$ cat src/rcl_pkg.sv
// shared constants, codes and control types for the ranked character list engine
`timescale 1ns / 1ps
`default_nettype none

package rcl_pkg;

    localparam int CAPACITY = 32;
    localparam int CNT_W    = $clog2(CAPACITY + 1);
    localparam int IDX_W    = $clog2(CAPACITY);

    localparam logic [1:0] OP_ADD    = 2'd0;
    localparam logic [1:0] OP_DELETE = 2'd1;
    localparam logic [1:0] OP_GET    = 2'd2;
    localparam logic [1:0] OP_PRINT  = 2'd3;

    localparam logic [1:0] KIND_CHAR  = 2'd0;
    localparam logic [1:0] KIND_ERROR = 2'd1;
    localparam logic [1:0] KIND_END   = 2'd2;

    typedef struct packed {
        logic       capture;
        logic       insert;
        logic       remove;
        logic       emit;
        logic [1:0] emit_kind;
        logic       emit_last;
        logic       idx_inc;
    } dp_cmd_t;

    typedef struct packed {
        logic [1:0] op;
        logic       pos_ok;
        logic       out_free;
        logic       print_done;
    } dp_stat_t;

endpackage

`default_nettype wire

$ cat src/ranked_char_list_engine.sv
// add/delete change the list in the check state; get loads its beat there once output is free
// print takes count+1 output beats, one per cycle while m_ready is high, after the check state
// a new command is accepted only when idle, after the last one has issued all of its beats
// the parallel shift array moves all entries at once; output is one beat register
// synchronous active-low reset clears the entry count and output valid; entries stay undefined
`timescale 1ns / 1ps
`default_nettype none

module ranked_char_list_engine
    import rcl_pkg::*;
(
    input  wire logic       aclk,
    input  wire logic       aresetn,
    input  wire logic       s_valid,
    output logic            s_ready,
    input  wire logic [1:0] s_op,
    input  wire logic [5:0] s_position,
    input  wire logic [7:0] s_value,
    output logic            m_valid,
    input  wire logic       m_ready,
    output logic [1:0]      m_kind,
    output logic [7:0]      m_character,
    output logic            m_last
);

    dp_cmd_t  cmd;
    dp_stat_t stat;

    rcl_ctrl u_ctrl (
        .aclk    (aclk),
        .aresetn (aresetn),
        .s_valid (s_valid),
        .s_ready (s_ready),
        .stat    (stat),
        .cmd     (cmd)
    );

    rcl_datapath u_datapath (
        .aclk        (aclk),
        .aresetn     (aresetn),
        .s_op        (s_op),
        .s_position  (s_position),
        .s_value     (s_value),
        .cmd         (cmd),
        .stat        (stat),
        .m_valid     (m_valid),
        .m_ready     (m_ready),
        .m_kind      (m_kind),
        .m_character (m_character),
        .m_last      (m_last)
    );

endmodule

`default_nettype wire

$ cat src/rcl_ctrl.sv
// command sequencer for the ranked character list engine
`timescale 1ns / 1ps
`default_nettype none

module rcl_ctrl
    import rcl_pkg::*;
(
    input  wire logic     aclk,
    input  wire logic     aresetn,
    input  wire logic     s_valid,
    output logic          s_ready,
    input  wire dp_stat_t stat,
    output dp_cmd_t       cmd
);

    localparam logic [1:0] ST_IDLE  = 2'd0;
    localparam logic [1:0] ST_CHECK = 2'd1;
    localparam logic [1:0] ST_PRINT = 2'd2;

    logic [1:0] state_reg;
    logic [1:0] state_next;

    assign s_ready = (state_reg == ST_IDLE);

    always_ff @(posedge aclk) begin
        if (!aresetn) begin
            state_reg <= ST_IDLE;
        end else begin
            state_reg <= state_next;
        end
    end

    always_comb begin
        state_next    = state_reg;
        cmd           = '0;
        cmd.emit_kind = KIND_CHAR;
        case (state_reg)
            ST_IDLE: begin
                if (s_valid) begin
                    cmd.capture = 1'b1;
                    state_next  = ST_CHECK;
                end
            end
            ST_CHECK: begin
                if (stat.op == OP_PRINT) begin
                    state_next = ST_PRINT;
                end else if (!stat.pos_ok) begin
                    if (stat.out_free) begin
                        cmd.emit      = 1'b1;
                        cmd.emit_kind = KIND_ERROR;
                        cmd.emit_last = 1'b1;
                        state_next    = ST_IDLE;
                    end
                end else begin
                    case (stat.op)
                        OP_ADD: begin
                            cmd.insert = 1'b1;
                            state_next = ST_IDLE;
                        end
                        OP_DELETE: begin
                            cmd.remove = 1'b1;
                            state_next = ST_IDLE;
                        end
                        default: begin
                            if (stat.out_free) begin
                                cmd.emit      = 1'b1;
                                cmd.emit_kind = KIND_CHAR;
                                cmd.emit_last = 1'b1;
                                state_next    = ST_IDLE;
                            end
                        end
                    endcase
                end
            end
            ST_PRINT: begin
                if (stat.out_free) begin
                    cmd.emit = 1'b1;
                    if (stat.print_done) begin
                        cmd.emit_kind = KIND_END;
                        cmd.emit_last = 1'b1;
                        state_next    = ST_IDLE;
                    end else begin
                        cmd.emit_kind = KIND_CHAR;
                        cmd.idx_inc   = 1'b1;
                    end
                end
            end
            default: begin
                state_next = ST_IDLE;
            end
        endcase
    end

endmodule

`default_nettype wire

$ cat src/rcl_datapath.sv
// shift array, entry count, read index and output beat register
`timescale 1ns / 1ps
`default_nettype none

module rcl_datapath
    import rcl_pkg::*;
(
    input  wire logic       aclk,
    input  wire logic       aresetn,
    input  wire logic [1:0] s_op,
    input  wire logic [5:0] s_position,
    input  wire logic [7:0] s_value,
    input  wire dp_cmd_t    cmd,
    output dp_stat_t        stat,
    output logic            m_valid,
    input  wire logic       m_ready,
    output logic [1:0]      m_kind,
    output logic [7:0]      m_character,
    output logic            m_last
);

    logic [7:0]       entries_reg [CAPACITY];
    logic [CNT_W-1:0] count_reg;
    logic [CNT_W-1:0] count_next;
    logic [1:0]       op_reg;
    logic [5:0]       pos_reg;
    logic [7:0]       value_reg;
    logic [CNT_W-1:0] idx_reg;
    logic [CNT_W-1:0] idx_next;
    logic             m_valid_reg;
    logic [1:0]       kind_reg;
    logic [7:0]       char_reg;
    logic             last_reg;
    logic [7:0]       rd_data;
    logic [6:0]       pos_ext;
    logic [6:0]       cnt_ext;
    logic             pos_ok;

    assign pos_ext = {1'b0, pos_reg};
    assign cnt_ext = 7'(count_reg);

    always_comb begin
        case (op_reg)
            OP_ADD: begin
                pos_ok = (pos_reg != 6'd0) && (pos_ext <= cnt_ext + 7'd1) &&
                         (cnt_ext < 7'(CAPACITY));
            end
            OP_DELETE, OP_GET: begin
                pos_ok = (pos_reg != 6'd0) && (pos_ext <= cnt_ext);
            end
            default: begin
                pos_ok = 1'b1;
            end
        endcase
    end

    assign rd_data = entries_reg[idx_reg[IDX_W-1:0]];

    assign stat.op         = op_reg;
    assign stat.pos_ok     = pos_ok;
    assign stat.out_free   = !m_valid_reg || m_ready;
    assign stat.print_done = (idx_reg == count_reg);

    always_ff @(posedge aclk) begin
        if (cmd.capture) begin
            op_reg    <= s_op;
            pos_reg   <= s_position;
            value_reg <= s_value;
        end
    end

    always_comb begin
        idx_next = idx_reg;
        if (cmd.capture) begin
            if (s_op == OP_PRINT) begin
                idx_next = '0;
            end else begin
                idx_next = CNT_W'(s_position - 6'd1);
            end
        end else if (cmd.idx_inc) begin
            idx_next = idx_reg + CNT_W'(1);
        end
    end

    always_ff @(posedge aclk) begin
        idx_reg <= idx_next;
    end

    // insert opens a gap at the read index, delete closes it
    always_ff @(posedge aclk) begin
        for (int i = 0; i < CAPACITY; i++) begin
            if (cmd.insert) begin
                if (CNT_W'(i) == idx_reg) begin
                    entries_reg[i] <= value_reg;
                end else if (i > 0 && CNT_W'(i) > idx_reg) begin
                    entries_reg[i] <= entries_reg[(i > 0) ? i - 1 : 0];
                end
            end else if (cmd.remove) begin
                if (i < CAPACITY - 1 && CNT_W'(i) >= idx_reg) begin
                    entries_reg[i] <= entries_reg[(i < CAPACITY - 1) ? i + 1 : i];
                end
            end
        end
    end

    always_comb begin
        count_next = count_reg;
        if (cmd.insert) begin
            count_next = count_reg + CNT_W'(1);
        end else if (cmd.remove) begin
            count_next = count_reg - CNT_W'(1);
        end
    end

    always_ff @(posedge aclk) begin
        if (!aresetn) begin
            count_reg   <= '0;
            m_valid_reg <= 1'b0;
        end else begin
            count_reg <= count_next;
            if (cmd.emit) begin
                m_valid_reg <= 1'b1;
            end else if (m_ready) begin
                m_valid_reg <= 1'b0;
            end
        end
    end

    always_ff @(posedge aclk) begin
        if (cmd.emit) begin
            kind_reg <= cmd.emit_kind;
            last_reg <= cmd.emit_last;
            char_reg <= (cmd.emit_kind == KIND_CHAR) ? rd_data : 8'd0;
        end
    end

    assign m_valid     = m_valid_reg;
    assign m_kind      = kind_reg;
    assign m_character = char_reg;
    assign m_last      = last_reg;

`ifndef ASSERT_OFF
    a_count_bound: assert property (@(posedge aclk) disable iff (!aresetn)
        count_reg <= CNT_W'(CAPACITY))
        else $error("entry count above capacity");

    a_insert_count: assert property (@(posedge aclk) disable iff (!aresetn)
        cmd.insert |=> count_reg == $past(count_reg) + CNT_W'(1))
        else $error("insert did not grow the count");

    a_remove_count: assert property (@(posedge aclk) disable iff (!aresetn)
        cmd.remove |=> count_reg == $past(count_reg) - CNT_W'(1))
        else $error("delete did not shrink the count");

    a_no_overwrite: assert property (@(posedge aclk) disable iff (!aresetn)
        cmd.emit |-> (!m_valid_reg || m_ready))
        else $error("pending output beat overwritten");

    a_insert_not_full: assert property (@(posedge aclk) disable iff (!aresetn)
        cmd.insert |-> count_reg < CNT_W'(CAPACITY))
        else $error("insert into full list");
`endif

endmodule

`default_nettype wire

$ cat config.mk
export PLATFORM = sky130hd
export DESIGN_NAME = ranked_char_list_engine
export DESIGN_NICKNAME = d
export VERILOG_FILES = /design/src/rcl_pkg.sv /design/src/ranked_char_list_engine.sv /design/src/rcl_ctrl.sv /design/src/rcl_datapath.sv
export SDC_FILE = /design/constraint.sdc
export NUM_CORES = 1
export LEC_CHECK = 0
export ABC_AREA = 1
export BUFFER_PORTS_ARGS = -buffer_cell sky130_fd_sc_hd__buf_2
export CAP_MARGIN = 5
export CORE_MARGIN = 1
export CORE_UTILIZATION = 50
export CTS_CLUSTER_DIAMETER = 50
export DETAILED_ROUTE_END_ITERATION = 10
export PLACE_DENSITY = 0.67
export SETUP_SLACK_MARGIN = 0.2
export SYNTH_ARGS = -nofsm -noshare
export SYNTH_HDL_FRONTEND = slang
export SYNTH_SLANG_ARGS = --single-unit
$ cat constraint.sdc
create_clock -name aclk -period 4.3 [get_ports aclk]
set_input_delay 0.645 -clock aclk [delete_from_list [all_inputs] [get_ports aclk]]
set_output_delay 0.645 -clock aclk [all_outputs]
set_load 0.02 [all_outputs]
==> summary.md <==
| Metric | Value |
|---|---|
| Status | `finished, final reports clean` |
| R2R Setup Slk | `0.62 ns` |
| Clk Tree Root Cell | `clkbuf_16` |
| Fillers | `3615` |
| Drt via density | `roughly 5.9` |
| TritonCTS Buffers | `43` |
| Routability cong. | `0.957` |
| Sw power | `5.54 mW` |
| Syn Area/Cell | `7.74 um^2` |
| Peak Freq | `roughly 0.27 GHz` |
| Vias in the first global route | `16800` |
| Post-DP HPWL | `47900 um` |
| Pin count of the biggest net entering global routing | `approximately 150` |
| Sw frac | `43.6%` |
| Total grt overflow | `0` |
| RSZ-0062 raised after global routing | `false` |
| Final slew viol count | `0` |
| Final setup fails | `0` |
| Via count | `roughly 18000` |
| Die W | `199 um` |
| Port Buffers | `32` |
| Setup crit end kind | `flop` |
| Post-Syn Area | `about 19000 um^2` |
| Int Pwr | `7.16 mW` |
| Worst ir drop on vdd | `0.423 mV` |
| Seq/Total Area, Yosys | `45.4%` |
| Cell area after layout | `about 22000 um^2` |
| Core Area | `38000 um^2` |
| Share of power burned in registers | `31.0%` |
| Synth-to-Final Area Change | `10.3%` |
| Number of synthesized register bits | `298` |
| IO Pins | `33` |
| Total Routing Usage GR | `34.3%` |
| Tmin final | `about 3.7 ns` |
| Leak Pwr | `8.59 nW` |
| Initial antenna violation count | `0` |
| Router iterations before antenna repair | `6` |
| Reg2reg end | `u_datapath.entries_reg[7][7]` |
| Startpoint types | `flop` |
| Post-synth EDFFs | `slightly below 300` |
| Hold buffer count at CTS | `0` |
| RR Startpoint | `u_datapath.count_reg[2]` |
| Initial Util | `51.3%` |
| Nets | `2572` |
| Worst slack at placement | `0.446 ns` |
| Total of max-cap violations | `0` |
| Hold path startpoint | `s_value[4]` |
| Clock Skew | `0.0398 ns` |
| Yosys cell types | `53` |
| Hold slack final | `0.253 ns` |
| Critical path class | `reg2reg` |
| Yosys warnings | `0` |
| Worst setup margin | `0.624 ns` |
| Clock sinks | `298` |
| Height of the die | `199 um` |
| CP Max Fanout | `9` |
| Relative slew slack | `about an eighth` |
| Max reg flops | `256` |
| WHS Path Cells | `1` |
| DRC Markers | `0` |
| Post-CTS Setup Repair Bufs | `0` |
| Clk pwr share | `between 20% and 30%` |
| Comb pwr share | `between 40 and 50%` |
| Share of cells above drive strength 1 | `10.1%` |
| Final hold vios | `0` |
| H-tree lvl count | `2` |
| First-pass GRT wire length | `between 100000 and 150000 um` |
| Min-Delay Endpoint | `u_datapath.value_reg[4]` |
| Routed Antenna Nets | `0` |
| Hold Crit Class | `in2reg` |
| Cells after synthesis | `2518` |
| Rows | `71` |
| WP data arrival | `3.87 ns` |
| Clk_lat worst skew | `0.59 ns` |
| Setup TNS | `0 ns` |
| Worst Reg-to-Reg Cells | `18` |
| DIE AREA | `around 40000 um^2` |
| Reg clk slew, reported paths | `0.05 ns` |
| CTS Buffer Depth | `3` |
| Top FF cell, synth | `edfxtp_1` |
| Resize count post-CTS | `0` |
| Detailed Route WL | `66700 um` |
| Antenna cells | `0` |
| CTS tree | `yes` |
| P per Cell Area | `591 nW/um^2` |
| Post-synthesis async set-or-reset flop share | `0%` |
| Placed inst area | `20100 um^2` |
| Final Cycle Share | `a little under nine tenths` |
| Detailed Route Iter0 Violations | `2565` |
| WL per Instance | `21.7 um` |
| Worst Path Required | `4.50 ns` |
| Worst slew pin tran | `1.31 ns` |
| Post-Syn Nets | `around 2600` |
==> layout make-up <==
type | count | area [um^2] | share of cell area [%]
clock buffers | 54 | 1130 | 5.24
clock inverters | 24 | 272 | 1.26
inverters | 260 | 980 | 4.55
multi-input cells | 1834 | 9040 | 42.0
flip-flops and latches | 298 | 8860 | 41.2
well taps | 511 | 639 | 2.97
repair buffers | 86 | 591 | 2.75
==> layer usage <==
layer  track usage, %  part of all wire [%]
met1             48.7                    42
met3             6.33                    12
met4             13.5                   3.8
met2             51.5                    43
met5                0                     0
==> how the worst max path moves through the flow <==
stage	slack, ns	start	depth (start not counted)	end
after floorplan	0.64	u_datapath.count_reg[0]	28	u_datapath.count_reg[5]
after global placement	0.46	u_datapath.count_reg[0]	26	u_datapath.count_reg[5]
after detailed placement	0.45	u_datapath.count_reg[0]	18	u_datapath.entries_reg[7][4]
after CTS	0.43	u_datapath.count_reg[0]	18	u_datapath.entries_reg[7][7]
after global routing	0.24	u_datapath.count_reg[2]	25	u_datapath.count_reg[5]
final	0.62	u_datapath.count_reg[2]	18	u_datapath.entries_reg[7][7]
==> metrics by stage <==
step	utilization [%]	std cells	total power, mW
floorplan	-	2518	7.26
global placement	52.9	2989	8.99
detailed placement	52.9	2989	9.04
CTS	56.6	3067	12.5
global route	56.6	3067	13.3
finish	56.6	3067	12.7
==> power groups by stage <==
stage | Combinational [mW] | Sequential, mW | Clock [mW]
after floorplan | 3.41 | 3.85 | 0
after global placement | 5.02 | 3.97 | 0
after detailed placement | 5.06 | 3.98 | 0
after CTS | 5.08 | 3.92 | 3.55
after global routing | 5.66 | 3.94 | 3.65
final | 5.25 | 3.93 | 3.52
==> Yosys cell counts (all sizes together), types with 5 or more instances <==
master,count,area (um^2)
a21oi,96,492
a31oi,10,96.4
buf,65,400
clkbuf,61,229
clkinv,5,18.8
dfxtp,9,180
edfxtp,289,8680
ha,28,350
inv,255,960
nand2,764,2950
nand3,211,1060
nand3b,20,150
nand4,5,31.3
nor2,216,1090
nor3,28,150
o2111ai,10,87.6
o211ai,69,518
o21a,7,52.6
o21ai,332,1680
o221ai,5,43.8
o22ai,5,31.3
xor2,6,52.6
==> cells in the final DEF (no fill, tap or decap), drive strengths merged, types with 9 or more instances in the layout <==
cell type	synthesis	routed
a21oi	96	96
a31oi	10	10
buf	65	86
clkbuf	61	54
clkinv	5	11
clkinvlp	0	9
dfxtp	9	9
edfxtp	289	289
ha	28	28
inv	255	260
nand2	764	764
nand3	211	211
nand3b	20	20
nor2	216	216
nor3	28	28
o2111ai	10	10
o211ai	69	69
o21ai	332	332
==> worst max-delay path, stage by stage, from the launching register on <==
cell and delay, ns:
dfxtp_1 0.44, inv_1 0.13, nor3_2 0.18, nand3_1 0.12, xor2_1 0.16, ha_1 0.30
nand2_1 0.05, nor2_1 0.12, nand4_1 0.09, nand2_1 0.08, nand2_1 0.06, nand2_2 0.07
nand2_4 0.08, nand2_8 0.12, nand3_1 0.29, nor2_1 0.18, buf_4 0.19, inv_1 0.11
nor2_1 0.53
==> kinds of logic (layout without fill, tap and decap cells) <==
group | Yosys count | in the layout | synth area share [%]
buf+inv | 386 | 424 | 8.25
simple gates | 1247 | 1247 | 28.0
compound gates | 548 | 548 | 16.0
fa+ha+maj | 29 | 29 | 1.90
flops | 298 | 298 | 45.4
xor+xnor | 10 | 10 | 0.449
No activity file was read; power rests on OpenSTA's default activity.
